File: src/rtl/core/bq_iir_pkg.sv
package bq_iir_pkg;

    localparam int NUM_COEF  = 5;
    localparam int CFG_IDX_W = 3;
    // state operands are split into digits of this width for the multiplier
    localparam int DIG_W     = 24;
    localparam int PC_W      = 4;

    typedef enum logic [CFG_IDX_W-1:0] {
        COEF_A1 = 3'd0,
        COEF_A2 = 3'd1,
        COEF_B0 = 3'd2,
        COEF_B1 = 3'd3,
        COEF_B2 = 3'd4
    } t_coef_idx;

    typedef enum logic [1:0] {
        OPND_D1,
        OPND_D2,
        OPND_W
    } t_opnd;

    typedef enum logic [1:0] {
        SUM_NONE,
        SUM_ADD,
        SUM_SUB,
        SUM_CLR
    } t_sum_op;

    typedef enum logic [1:0] {
        JMP_NEXT,
        JMP_LOOP,
        JMP_WAIT_IN,
        JMP_WAIT_OUT
    } t_jump;

    typedef enum logic [PC_W-1:0] {
        PC_IDLE   = 4'd0,
        PC_MUL_A1 = 4'd1,
        PC_DRN_A1 = 4'd2,
        PC_MUL_A2 = 4'd3,
        PC_DRN_A2 = 4'd4,
        PC_SUB_A2 = 4'd5,
        PC_WSAT   = 4'd6,
        PC_MUL_B0 = 4'd7,
        PC_DRN_B0 = 4'd8,
        PC_MUL_B1 = 4'd9,
        PC_DRN_B1 = 4'd10,
        PC_MUL_B2 = 4'd11,
        PC_DRN_B2 = 4'd12,
        PC_ADD_B2 = 4'd13,
        PC_OUT    = 4'd14
    } t_pc;

    typedef struct packed {
        logic      mul_en;
        t_coef_idx csel;
        t_opnd     osel;
        t_sum_op   sum_op;
        logic      wsat;
        t_jump     jump;
    } t_uword;

    typedef struct packed {
        logic      mul_en;
        t_coef_idx csel;
        t_opnd     osel;
        t_sum_op   sum_op;
        logic      wsat;
        logic      take_in;
        logic      emit;
    } t_ctrl;

    // control store: sum ops on a loop step act on its first digit only,
    // where the previous product has just drained
    function automatic t_uword ucode(t_pc pc);
        t_uword u;
        u = '{mul_en: 1'b0, csel: COEF_A1, osel: OPND_D1, sum_op: SUM_NONE,
              wsat: 1'b0, jump: JMP_NEXT};
        case (pc)
            PC_IDLE: begin
                u.jump = JMP_WAIT_IN;
            end
            PC_MUL_A1: begin
                u.mul_en = 1'b1; u.csel = COEF_A1; u.osel = OPND_D1;
                u.jump = JMP_LOOP;
            end
            PC_MUL_A2: begin
                u.mul_en = 1'b1; u.csel = COEF_A2; u.osel = OPND_D2;
                u.sum_op = SUM_SUB; u.jump = JMP_LOOP;
            end
            PC_SUB_A2: begin
                u.sum_op = SUM_SUB;
            end
            PC_WSAT: begin
                u.wsat = 1'b1; u.sum_op = SUM_CLR;
            end
            PC_MUL_B0: begin
                u.mul_en = 1'b1; u.csel = COEF_B0; u.osel = OPND_W;
                u.jump = JMP_LOOP;
            end
            PC_MUL_B1: begin
                u.mul_en = 1'b1; u.csel = COEF_B1; u.osel = OPND_D1;
                u.sum_op = SUM_ADD; u.jump = JMP_LOOP;
            end
            PC_MUL_B2: begin
                u.mul_en = 1'b1; u.csel = COEF_B2; u.osel = OPND_D2;
                u.sum_op = SUM_ADD; u.jump = JMP_LOOP;
            end
            PC_ADD_B2: begin
                u.sum_op = SUM_ADD;
            end
            PC_OUT: begin
                u.jump = JMP_WAIT_OUT;
            end
            default: begin
                u.jump = JMP_NEXT;
            end
        endcase
        return u;
    endfunction

    // Q2.30 reset set rescaled to cw bits, floor when narrowing
    function automatic logic signed [63:0] coef_reset(t_coef_idx idx, int cw);
        logic signed [63:0] v;
        case (idx)
            COEF_A1: v = -64'sd1988727151;
            COEF_A2: v = 64'sd925939788;
            COEF_B0: v = 64'sd997102192;
            COEF_B1: v = -64'sd1994204383;
            COEF_B2: v = 64'sd997102192;
            default: v = '0;
        endcase
        return (v <<< 16) >>> (48 - cw);
    endfunction

endpackage

File: src/rtl/core/bq_iir_seq.sv
module bq_iir_seq
    import bq_iir_pkg::*;
#(
    parameter int NDIG = 2
) (
    input  logic                      i_clk,
    input  logic                      i_rst_n,
    input  logic                      i_in_valid,
    input  logic                      i_out_free,
    output t_ctrl                     o_ctrl,
    output logic [$clog2(NDIG)-1:0]   o_digit,
    output logic                      o_in_ready
);

    localparam int CNT_W = $clog2(NDIG);

    t_pc              r_pc, n_pc;
    logic [CNT_W-1:0] r_cnt, n_cnt;
    t_uword           uw;
    logic             last_dig;

    assign uw       = ucode(r_pc);
    assign last_dig = (r_cnt == CNT_W'(NDIG - 1));

    always_ff @(posedge i_clk) begin
        if (!i_rst_n) begin
            r_pc  <= PC_IDLE;
            r_cnt <= '0;
        end else begin
            r_pc  <= n_pc;
            r_cnt <= n_cnt;
        end
    end

    // next step
    always_comb begin
        n_pc  = r_pc;
        n_cnt = r_cnt;
        case (uw.jump)
            JMP_NEXT: begin
                n_pc = t_pc'(r_pc + 1'b1);
            end
            JMP_LOOP: begin
                if (last_dig) begin
                    n_pc  = t_pc'(r_pc + 1'b1);
                    n_cnt = '0;
                end else begin
                    n_cnt = r_cnt + 1'b1;
                end
            end
            JMP_WAIT_IN: begin
                if (i_in_valid) begin
                    n_pc = t_pc'(r_pc + 1'b1);
                end
            end
            JMP_WAIT_OUT: begin
                if (i_out_free) begin
                    n_pc = PC_IDLE;
                end
            end
            default: begin
                n_pc = PC_IDLE;
            end
        endcase
    end

    // datapath controls
    always_comb begin
        o_ctrl.mul_en  = uw.mul_en;
        o_ctrl.csel    = uw.csel;
        o_ctrl.osel    = uw.osel;
        o_ctrl.sum_op  = (r_cnt == '0) ? uw.sum_op : SUM_NONE;
        o_ctrl.wsat    = uw.wsat;
        o_ctrl.take_in = (uw.jump == JMP_WAIT_IN) && i_in_valid;
        o_ctrl.emit    = (uw.jump == JMP_WAIT_OUT) && i_out_free;
        o_in_ready     = (uw.jump == JMP_WAIT_IN);
        o_digit        = r_cnt;
    end

endmodule

File: src/rtl/core/biquad_iir_direct_form_ii.sv
// Biquad IIR filter, direct form II, one Q1.15 sample in and one out per beat.
// Coefficients are COEF_WIDTH-bit Q2.xx values written through the cfg port
// (index 0..4: a1, a2, b0, b1, b2); the user must write them only while the
// filter is idle, which the block itself does not enforce. Reset loads an
// 800 Hz high-pass set. A small microcoded sequencer drives one signed
// coefficient-by-24-bit-digit multiplier: each of the five products takes
// NDIG = ceil(STATE_WIDTH/24) multiply steps plus one drain step.
// The result goes to an output register; the sequencer holds at its last step
// until that register is free or being drained, then takes the next sample,
// even while that result still waits to be accepted.
module biquad_iir_direct_form_ii
    import bq_iir_pkg::*;
#(
    parameter int STATE_WIDTH = 40,
    parameter int COEF_WIDTH  = 32
) (
    input  logic                         i_clk,
    input  logic                         i_rst_n,
    input  logic                         i_in_valid,
    output logic                         o_in_ready,
    input  logic signed [15:0]           i_sample_in,
    output logic                         o_out_valid,
    input  logic                         i_out_ready,
    output logic signed [15:0]           o_sample_out,
    input  logic                         i_cfg_we,
    input  logic [CFG_IDX_W-1:0]         i_cfg_idx,
    input  logic [COEF_WIDTH-1:0]        i_cfg_data
);

    localparam int SW    = STATE_WIDTH;
    localparam int CW    = COEF_WIDTH;
    localparam int CF    = CW - 2;
    localparam int NDIG  = (SW + DIG_W - 1) / DIG_W;
    localparam int CNT_W = $clog2(NDIG);
    localparam int OPW   = NDIG * DIG_W;
    localparam int PPW   = CW + DIG_W + 1;
    localparam int PW    = CW + SW;
    localparam int SCW   = SW + 2;
    localparam int SUMW  = SW + 4;
    localparam int IN_SH = SW - 31;
    localparam int QW    = SUMW - IN_SH;
    localparam int EXTW  = (SW + 3 > 64) ? SW + 3 : 64;

    localparam logic signed [EXTW-1:0] PROD_LIM = EXTW'(64'sh2000_0000_0000_0000);
    localparam logic signed [EXTW-1:0] NEG_LIM  = -PROD_LIM;
    localparam logic signed [SUMW-1:0] RND_BIAS = {{QW{1'b0}}, {IN_SH{1'b1}}};

    t_ctrl              ctrl;
    logic [CNT_W-1:0]   digit;
    logic               out_free;

    logic signed [CW-1:0]   r_coef [NUM_COEF];
    logic signed [SW-1:0]   r_d1, r_d2, r_w;
    logic signed [SUMW-1:0] r_sum;
    logic signed [PW-1:0]   r_prod;
    logic signed [PPW-1:0]  r_pp;
    logic                   r_pp_vld;
    logic                   r_pp_first;
    logic [CNT_W-1:0]       r_pp_k;
    logic                   r_out_valid;
    logic signed [15:0]     r_sample_out;

    logic signed [SW-1:0]   opnd;
    logic signed [OPW-1:0]  opnd_ext;
    logic [DIG_W-1:0]       dig_raw;
    logic signed [DIG_W:0]  dig_s;
    logic signed [PW-1:0]   pp_ext;
    logic signed [PW-1:0]   pp_sh;
    logic signed [SCW-1:0]  sc;
    logic signed [EXTW-1:0] sc_ext;
    logic signed [EXTW-1:0] sc_clamp;
    logic signed [SUMW-1:0] prod_term;
    logic signed [SUMW-1:0] x_in;
    logic                   w_fits;
    logic signed [SW-1:0]   w_sat;
    logic signed [SUMW-1:0] y_biased;
    logic signed [QW-1:0]   q;
    logic                   q_fits;
    logic signed [15:0]     y_sat;

    assign out_free = !r_out_valid || i_out_ready;

    bq_iir_seq #(
        .NDIG (NDIG)
    ) u_seq (
        .i_clk      (i_clk),
        .i_rst_n    (i_rst_n),
        .i_in_valid (i_in_valid),
        .i_out_free (out_free),
        .o_ctrl     (ctrl),
        .o_digit    (digit),
        .o_in_ready (o_in_ready)
    );

    // coefficient registers
    always_ff @(posedge i_clk) begin
        if (!i_rst_n) begin
            for (int i = 0; i < NUM_COEF; i++) begin
                r_coef[i] <= CW'(coef_reset(t_coef_idx'(CFG_IDX_W'(i)), CW));
            end
        end else if (i_cfg_we && (i_cfg_idx < CFG_IDX_W'(NUM_COEF))) begin
            r_coef[i_cfg_idx] <= i_cfg_data;
        end
    end

    // operand digit: lower digits unsigned, top digit carries the sign
    always_comb begin
        case (ctrl.osel)
            OPND_D1: opnd = r_d1;
            OPND_D2: opnd = r_d2;
            OPND_W:  opnd = r_w;
            default: opnd = r_d1;
        endcase
        opnd_ext = OPW'(opnd);
        dig_raw  = opnd_ext[int'(digit) * DIG_W +: DIG_W];
        if (digit == CNT_W'(NDIG - 1)) begin
            dig_s = {dig_raw[DIG_W-1], dig_raw};
        end else begin
            dig_s = {1'b0, dig_raw};
        end
    end

    // product scaling: floor shift, then clamp to +-2^61
    always_comb begin
        pp_ext = PW'(r_pp);
        pp_sh  = pp_ext <<< (int'(r_pp_k) * DIG_W);
        sc     = r_prod[PW-1:CF];
        sc_ext = EXTW'(sc);
        if (sc_ext > PROD_LIM) begin
            sc_clamp = PROD_LIM;
        end else if (sc_ext < NEG_LIM) begin
            sc_clamp = NEG_LIM;
        end else begin
            sc_clamp = sc_ext;
        end
        prod_term = SUMW'(sc_clamp);
        x_in      = SUMW'(i_sample_in) <<< IN_SH;
    end

    // internal node saturation and output rounding toward zero
    always_comb begin
        w_fits = (&r_sum[SUMW-1:SW-1]) || !(|r_sum[SUMW-1:SW-1]);
        if (w_fits) begin
            w_sat = r_sum[SW-1:0];
        end else if (r_sum[SUMW-1]) begin
            w_sat = {1'b1, {(SW-1){1'b0}}};
        end else begin
            w_sat = {1'b0, {(SW-1){1'b1}}};
        end
        y_biased = r_sum + (r_sum[SUMW-1] ? RND_BIAS : '0);
        q        = y_biased[SUMW-1:IN_SH];
        q_fits   = (&q[QW-1:15]) || !(|q[QW-1:15]);
        if (q_fits) begin
            y_sat = q[15:0];
        end else if (q[QW-1]) begin
            y_sat = 16'sh8000;
        end else begin
            y_sat = 16'sh7fff;
        end
    end

    // multiplier and product accumulation
    always_ff @(posedge i_clk) begin
        if (!i_rst_n) begin
            r_pp_vld <= 1'b0;
        end else begin
            r_pp_vld <= ctrl.mul_en;
        end
    end

    always_ff @(posedge i_clk) begin
        if (ctrl.mul_en) begin
            r_pp       <= r_coef[ctrl.csel] * dig_s;
            r_pp_k     <= digit;
            r_pp_first <= (digit == '0);
        end
        if (r_pp_vld) begin
            r_prod <= (r_pp_first ? '0 : r_prod) + pp_sh;
        end
    end

    // running sum and internal node
    always_ff @(posedge i_clk) begin
        if (ctrl.take_in) begin
            r_sum <= x_in;
        end else begin
            case (ctrl.sum_op)
                SUM_ADD:  r_sum <= r_sum + prod_term;
                SUM_SUB:  r_sum <= r_sum - prod_term;
                SUM_CLR:  r_sum <= '0;
                default:  r_sum <= r_sum;
            endcase
        end
        if (ctrl.wsat) begin
            r_w <= w_sat;
        end
    end

    // delay line shifts as the result is issued
    always_ff @(posedge i_clk) begin
        if (!i_rst_n) begin
            r_d1 <= '0;
            r_d2 <= '0;
        end else if (ctrl.emit) begin
            r_d2 <= r_d1;
            r_d1 <= r_w;
        end
    end

    // output register
    always_ff @(posedge i_clk) begin
        if (!i_rst_n) begin
            r_out_valid <= 1'b0;
        end else if (ctrl.emit) begin
            r_out_valid <= 1'b1;
        end else if (i_out_ready) begin
            r_out_valid <= 1'b0;
        end
    end

    always_ff @(posedge i_clk) begin
        if (ctrl.emit) begin
            r_sample_out <= y_sat;
        end
    end

    assign o_out_valid  = r_out_valid;
    assign o_sample_out = r_sample_out;

endmodule

File: config.mk
export PLATFORM = sky130hd
export DESIGN_NAME = biquad_iir_direct_form_ii
export DESIGN_NICKNAME = d
export VERILOG_FILES = /design/src/rtl/core/bq_iir_pkg.sv /design/src/rtl/core/bq_iir_seq.sv /design/src/rtl/core/biquad_iir_direct_form_ii.sv
export SDC_FILE = /design/constraint.sdc
export NUM_CORES = 2
export LEC_CHECK = 0
export ABC_AREA = 1
export BUFFER_PORTS_ARGS = -buffer_cell sky130_fd_sc_hd__buf_2
export CAP_MARGIN = 20
export CORE_AREA = 3 3 424 342
export CTS_CLUSTER_SIZE = 40
export DETAILED_ROUTE_END_ITERATION = 10
export DIE_AREA = 0 0 427 345
export SYNTH_ARGS = -nofsm -noshare
export SYNTH_HDL_FRONTEND = slang
export SYNTH_SLANG_ARGS = --single-unit
File: constraint.sdc
create_clock -name i_clk -period 7.6 [get_ports i_clk]
set_clock_uncertainty 0.15 [all_clocks]
set_input_delay 0.38 -clock i_clk [delete_from_list [all_inputs] [get_ports i_clk]]
set_output_delay 0.38 -clock i_clk [all_outputs]
set_load 0.02 [all_outputs]
Word-level counts from Yosys, hierarchy flattened
Memories as Yosys holds them, arrays and structs flattened.
Index checks and enable logic that the tools add are counted.
{ "totals": {"n_memories": 1, "inputBits": 56, "output_inout_bits": 18, "mem_bits_rw": 160, "elab_cells": 108, "regBits": 318} }
{ "op_classes": {"magnitude_cmp": 3, "n_addsub": 6, "bitwise_logic": 1, "multipliers": 3, "n_eq_ne": 20, "reduce_logical": 23, "n_mux": 35, "n_shift": 2} }
{ "memory_table": {"columns": ["name", "depth", "width", "read_ports", "rd_clocked_by_memory_dff", "write_ports", "line_no", "rtl"], "rows": [
  ["r_coef", 5, 32, 1, 0, 5, "biquad_iir_direct_form_ii.sv:52", "logic signed [CW-1:0] r_coef [NUM_COEF];"]
]} }
{ "ops": {"columns": ["cell", "n"], "rows": [
  ["2-to-1 mux 32 bit", 5],
  ["2-to-1 mux 44 bit", 3],
  ["one-hot mux 44 bit (3 select lines)", 1],
  ["2-to-1 mux 40 bit", 2],
  ["one-hot mux 40 bit (2 select lines)", 1],
  ["adder 72 bit", 1],
  ["2-to-1 mux 72 bit", 1],
  ["<<< shifter 57 x 6 -> 72 bit", 1],
  ["> comparator 42 x 63 -> 1 bit, second input constant", 1],
  ["< comparator 42 x 62 -> 1 bit, second input constant", 1],
  ["multiplier 32 x 25 -> 57 bit", 1],
  ["indexed part select 48 x 7 -> 24 bit", 1],
  ["adder 44 bit", 1],
  ["adder 44 x 9 -> 44 bit", 1],
  ["subtractor 44 bit", 1],
  ["2-to-1 mux 16 bit", 2],
  ["OR reduction 32 bit", 1],
  ["one-hot mux 6 bit (5 select lines)", 1],
  ["2-to-1 mux 25 bit", 1],
  ["AND reduction 20 bit", 1],
  ["OR reduction 20 bit", 1],
  ["equality test 4 bit, second input constant", 4],
  ["one-hot mux 4 bit (4 select lines)", 1],
  ["equality test 4 x 3 -> 1 bit, second input constant", 3],
  ["other kinds (30)", 56]
]} }

Logic depth before layout (Yosys ltp)
{ "logic_depth": {"depth_word": 7, "mapped_depth": 45, "depth_no_buf": 42} }

Cells and area by module
From an unflattened synthesis, not the netlist that was laid out.
{ "unflattened": {"cells_unflattened": 7715, "hier_area_um2": 62610.0} }
{ "modules_own_cells": {"columns": ["module", "area_each_um2", "cells_each", "instances", "seq_area_each_um2"], "rows": [
  ["biquad_iir_direct_form_ii", 62050.8, 7629, 1, 16175.5],
  ["bq_iir_seq", 559.3, 86, 1, 100.1]
]} }

Worst setup path after synthesis
Ideal clock, no wire load.
{ "synth_timing": {"path_type": "register to register", "startpoint": "register u_seq.r_pc[0]", "endpoint": "register r_pp[51], data pin", "required_ns": 7.191, "arrival_time_ns": 7.945, "n_path_buf": 5, "path_slack_ns": -0.754, "period_less_slack_ns": 8.354, "setup_time_ns": 0.259, "path_stages_with_launch": 36, "path_cell_list": "dfxtp_1 ha_1 nand3_4 nand2_2 ha_1 buf_2 inv_1 buf_2 buf_1 nand2_1 nand3_1 nand2_1 buf_2 buf_1 nor2_1 fa_1 fa_1 inv_1 fa_1 inv_1 fa_1 fa_1 fa_1 inv_1 fa_1 inv_1 ha_1 nand2_1 nor2_1 nand2_1 nor4_1 nand3_1 nand3_1 a21oi_1 o211ai_1 nand2_1"} }
{ "synth_between": {"elab_chain_cells": 7, "word_cells_on_any_way": 13, "classes_between": "1 x mul; 7 x eq/ne; 1 x shift; 3 x mux; 1 x memory"} }
{ "synth_lines": {"columns": ["element", "line_no", "rtl"], "rows": [
  ["start: declaration", "bq_iir_seq.sv:17", "t_pc r_pc, n_pc;"],
  ["start signal: assignment", "bq_iir_seq.sv:30", "r_pc <= n_pc;"],
  ["equality test 4 bit, or another cell as far along", "bq_iir_pkg.sv:80", "case (pc)"],
  ["one-hot mux 6 bit (5 select lines) (*)", "bq_iir_pkg.sv:80", null],
  ["equality test 2 bit or equality test 2 x 1 -> 1 bit (tied branches)", "biquad_iir_direct_form_ii.sv:108", "case (ctrl.osel)"],
  ["one-hot mux 40 bit (2 select lines)", "biquad_iir_direct_form_ii.sv:108", null],
  ["indexed part select 48 x 7 -> 24 bit", "biquad_iir_direct_form_ii.sv:115", "dig_raw = opnd_ext[int'(digit) * DIG_W +: DIG_W];"],
  ["2-to-1 mux 25 bit", "biquad_iir_direct_form_ii.sv:116", "if (digit == CNT_W'(NDIG - 1)) begin"],
  ["multiplier 32 x 25 -> 57 bit (*)", "biquad_iir_direct_form_ii.sv:173", "r_pp <= r_coef[ctrl.csel] * dig_s;"],
  ["end signal: assignment", "biquad_iir_direct_form_ii.sv:173", null],
  ["end: declaration", "biquad_iir_direct_form_ii.sv:56", "logic signed [PPW-1:0] r_pp;"]
]} }
Mark *: on every way between the ends. The rest lies on a longest branch, timed or not.
A chain may end at the register's enable or synchronous reset.

Worst setup path in the final report
{ "layout_timing": {"startpoint": "register u_seq.r_pc[0]", "endpoint": "register r_pp[56], data pin"} }
Same word-level chain as after synthesis.

==> summary.txt <==
drt first pass iters: 6
Initial Util: 0.450
slew margin rel.: 0.282
HPWL after DPL: 184 mm
maximum clock frequency: 122 MHz
run status: complete, but fails checks
largest fanout on the critical path: 29
min Tclk post-route: 8.20 ns
Post-synth top flop: edfxtp_1
global-route wire length before repair: 340 mm
CTS Buf Count: 67
slowest stage cell, crit path: fa_2
Die W: 427 um
global-route usage over all layers: 0.306
Final Hold Fails: 0
Final Cycle Share: 1.08
post-synth top area cell: fa_1
Syn Inst Count: 7767
distinct cell type count after synthesis: 60
pin count of the biggest net entering global routing: 110
via count: 55.6k
WP data arrival: 8.46 ns
RSZ-0062 raised after global routing: yes
Detail Route Antenna Nets: 0
Die Area: 147000 um2
Post-synth EDFFs: 476
Synth top area share: 0.260
ys async rst share: 0
HP Class: in -> reg
delay of the slowest cell on the worst path: 0.60 ns
vias per cell: 5.33
# port buffers: 73
Worst Tran Pin Value: 1.07 ns
commonest non-fill, non-tap cell in the layout: nand2_1
Worst EP required: 7.86 ns
Min-Delay Endpoint: o_out_valid$_SDFFE_PN0P_
Worst R2R End: r_pp[56]$_DFFE_PN_
final slew viol count: 0
initial DRC count: 5795
share of layout cells above drive strength 1: 0.161
worst setup margin: -0.597 ns
Worst R2R Path Depth: 31
Placer Congestion: 1.01
initial antenna violation count: 6
RR Startpoint: u_seq.r_pc[0]$_SDFFE_PN0P_
Inst Count DP: 10.2k
total grt overflow: 0
failing checks: negative setup slack
Area contributors post-synth: fa_1, edfxtp_1, nand2_1
Setup Viol. Count Final: 39
DR DRC count: 0
max-cap check violation count: 0
CORE AREA: 141000 um2
register bit total from synthesis: 572
IO Count: 74
vias in the first global route: 54.6k
sequential-to-total area share from yosys stat: 0.256
row count: 123
CTS sink cnt: 572
Synth Warn #: 0
nets: 9678
H-tree levels: 3
Worst-Skew Late Latency: 0.66 ns
maximum root-to-sink buffer count: 3
Worst Path Class, Setup: reg -> reg
Total Routed Length: 227 mm
startpoint types: flop
hold_sp: i_out_ready
Clock Root Buffer: clkbuf_16
Worst-path clk slew: 0.06 ns
flop-to-flop setup slack: -0.60 ns
syn avg cell area: 8.15 um2
CTS tree: done
Worst setup EP type: flop
Post-Synthesis Cell Area: 63300 um2
Die Height: 345 um
Layout area overhead: 21.3%
WL/cell: 21.8 um
most frequent cells in the layout: nand2_1, inv_1, nor2_1, fa_1, buf_4
non-filler cells, final: 10.4k
Min-Delay Path Depth: 4
cell repeated most along the worst path: fa_1
cell usage after synthesis (33+ instances only):
cell / number
nor2_1: 1082
a31oi_1: 39
buf_4: 33
nand3_1: 168
xnor2_1: 40
nand4_1: 37
xor2_1: 143
fa_1: 821
edfxtp_1: 476
inv_2: 44
a21oi_1: 362
ha_1: 285
a32o_1: 34
o21ai_0: 457
nand2_1: 1616
dfxtp_1: 96
clkbuf_1: 126
buf_2: 59
inv_1: 1461
cell type report:
cell class	count	area (um2)
well taps	1875	2350
multi-input cells	5510	42100
flip-flops and latches	572	16200
fillers	13200	63800
diodes	2	5.00
repair buffers	842	8130
clock inverters	33	315
inverters	1522	5860
clock buffers	83	1810
repair inverters	1	16.3
critical path, delay by kind of cell (launching register included):
family        cells  cell delay (ns)
fa+ha+maj        10             4.32
simple gates     11             1.57
buf+inv           9             1.41
xor+xnor          1             0.07
flops             1             0.40
worst max path at each step:
stage	start	slack (ns)	end	cells past startpoint
3_3_place_gp	u_seq.r_pc[3]$_SDFFE_PN0P_	-1.0	r_pp[56]$_DFFE_PN_	34
4_1_cts	u_seq.r_pc[1]$_SDFFE_PN0P_	-0.58	r_pp[50]$_DFFE_PN_	40
5_1_grt	u_seq.r_pc[0]$_SDFFE_PN0P_	-0.87	r_pp[54]$_DFFE_PN_	36
6_report	u_seq.r_pc[0]$_SDFFE_PN0P_	-0.60	r_pp[56]$_DFFE_PN_	31
3_5_place_dp	u_seq.r_pc[3]$_SDFFE_PN0P_	-1.00	r_pp[56]$_DFFE_PN_	34
2_1_floorplan	u_seq.r_pc[1]$_SDFFE_PN0P_	-0.0009	r_pp[48]$_DFFE_PN_	34
cells by family after synthesis:
logic type | after synthesis | synth area share
AND/OR/NAND/NOR | 3034 | 0.192
buffers and inverters | 1779 | 0.112
adder cells (fa/ha/maj) | 1106 | 0.316
AO/OA/AOI/OAI | 1092 | 0.0992
flip-flops | 572 | 0.256
XOR/XNOR | 183 | 0.0253
other | 1 | 0.0000592
per-layer routing:
layer / share of wire / up-vias / global-route usage / wire, um
met5: 0.000053 / - / 0 / 12
met4: 0.024 / 2 / 0.0646 / 5370
met3: 0.11 / 285 / 0.0709 / 24100
met2: 0.41 / 2442 / 0.435 / 94300
met1: 0.46 / 27300 / 0.472 / 104000
li1: - / 25600 / - / -
registers in the layout, summed over array words and instances, names as in the netlist, 4 cells and up:
| register | count |
|---|---|
| r_coef | 254 |
| r_prod | 72 |
| r_pp | 57 |
| r_sum | 44 |
| r_d1 | 40 |
| r_d2 | 40 |
| r_w | 40 |
| o_sample_out | 16 |
| u_seq.r_pc | 4 |
what timing repair did:
action / CTS / global route
endpoints found under the setup margin: 43 / 47
gates cloned: 14 / 7
gates resized for setup: 267 / 246
buffers inserted: 47 / 36
endpoints found under the hold margin: 241 / 0
hold buffers: 47 / 0
pin swaps: 77 / 136
stage by stage:
step	instance area, um2	hold slack [ns]	setup TNS (ns)	worst slack (ns)	utilization
CTS	75600	0.0104	-16.81	-0.580	0.537
global route	76800	0.0430	-25.98	-0.868	0.546
global placement	71200	0.285	-23.80	-0.999	0.506
detailed placement	71200	0.288	-25.26	-1.00	0.506
floorplan	64100	0.275	-0.000880	-0.000880	-
finish	76800	0.0386	-15.12	-0.597	0.546
Power is left out: the tool's default activity adds up to more than one toggle a clock period on the data nets, which glitch-free logic cannot reach.
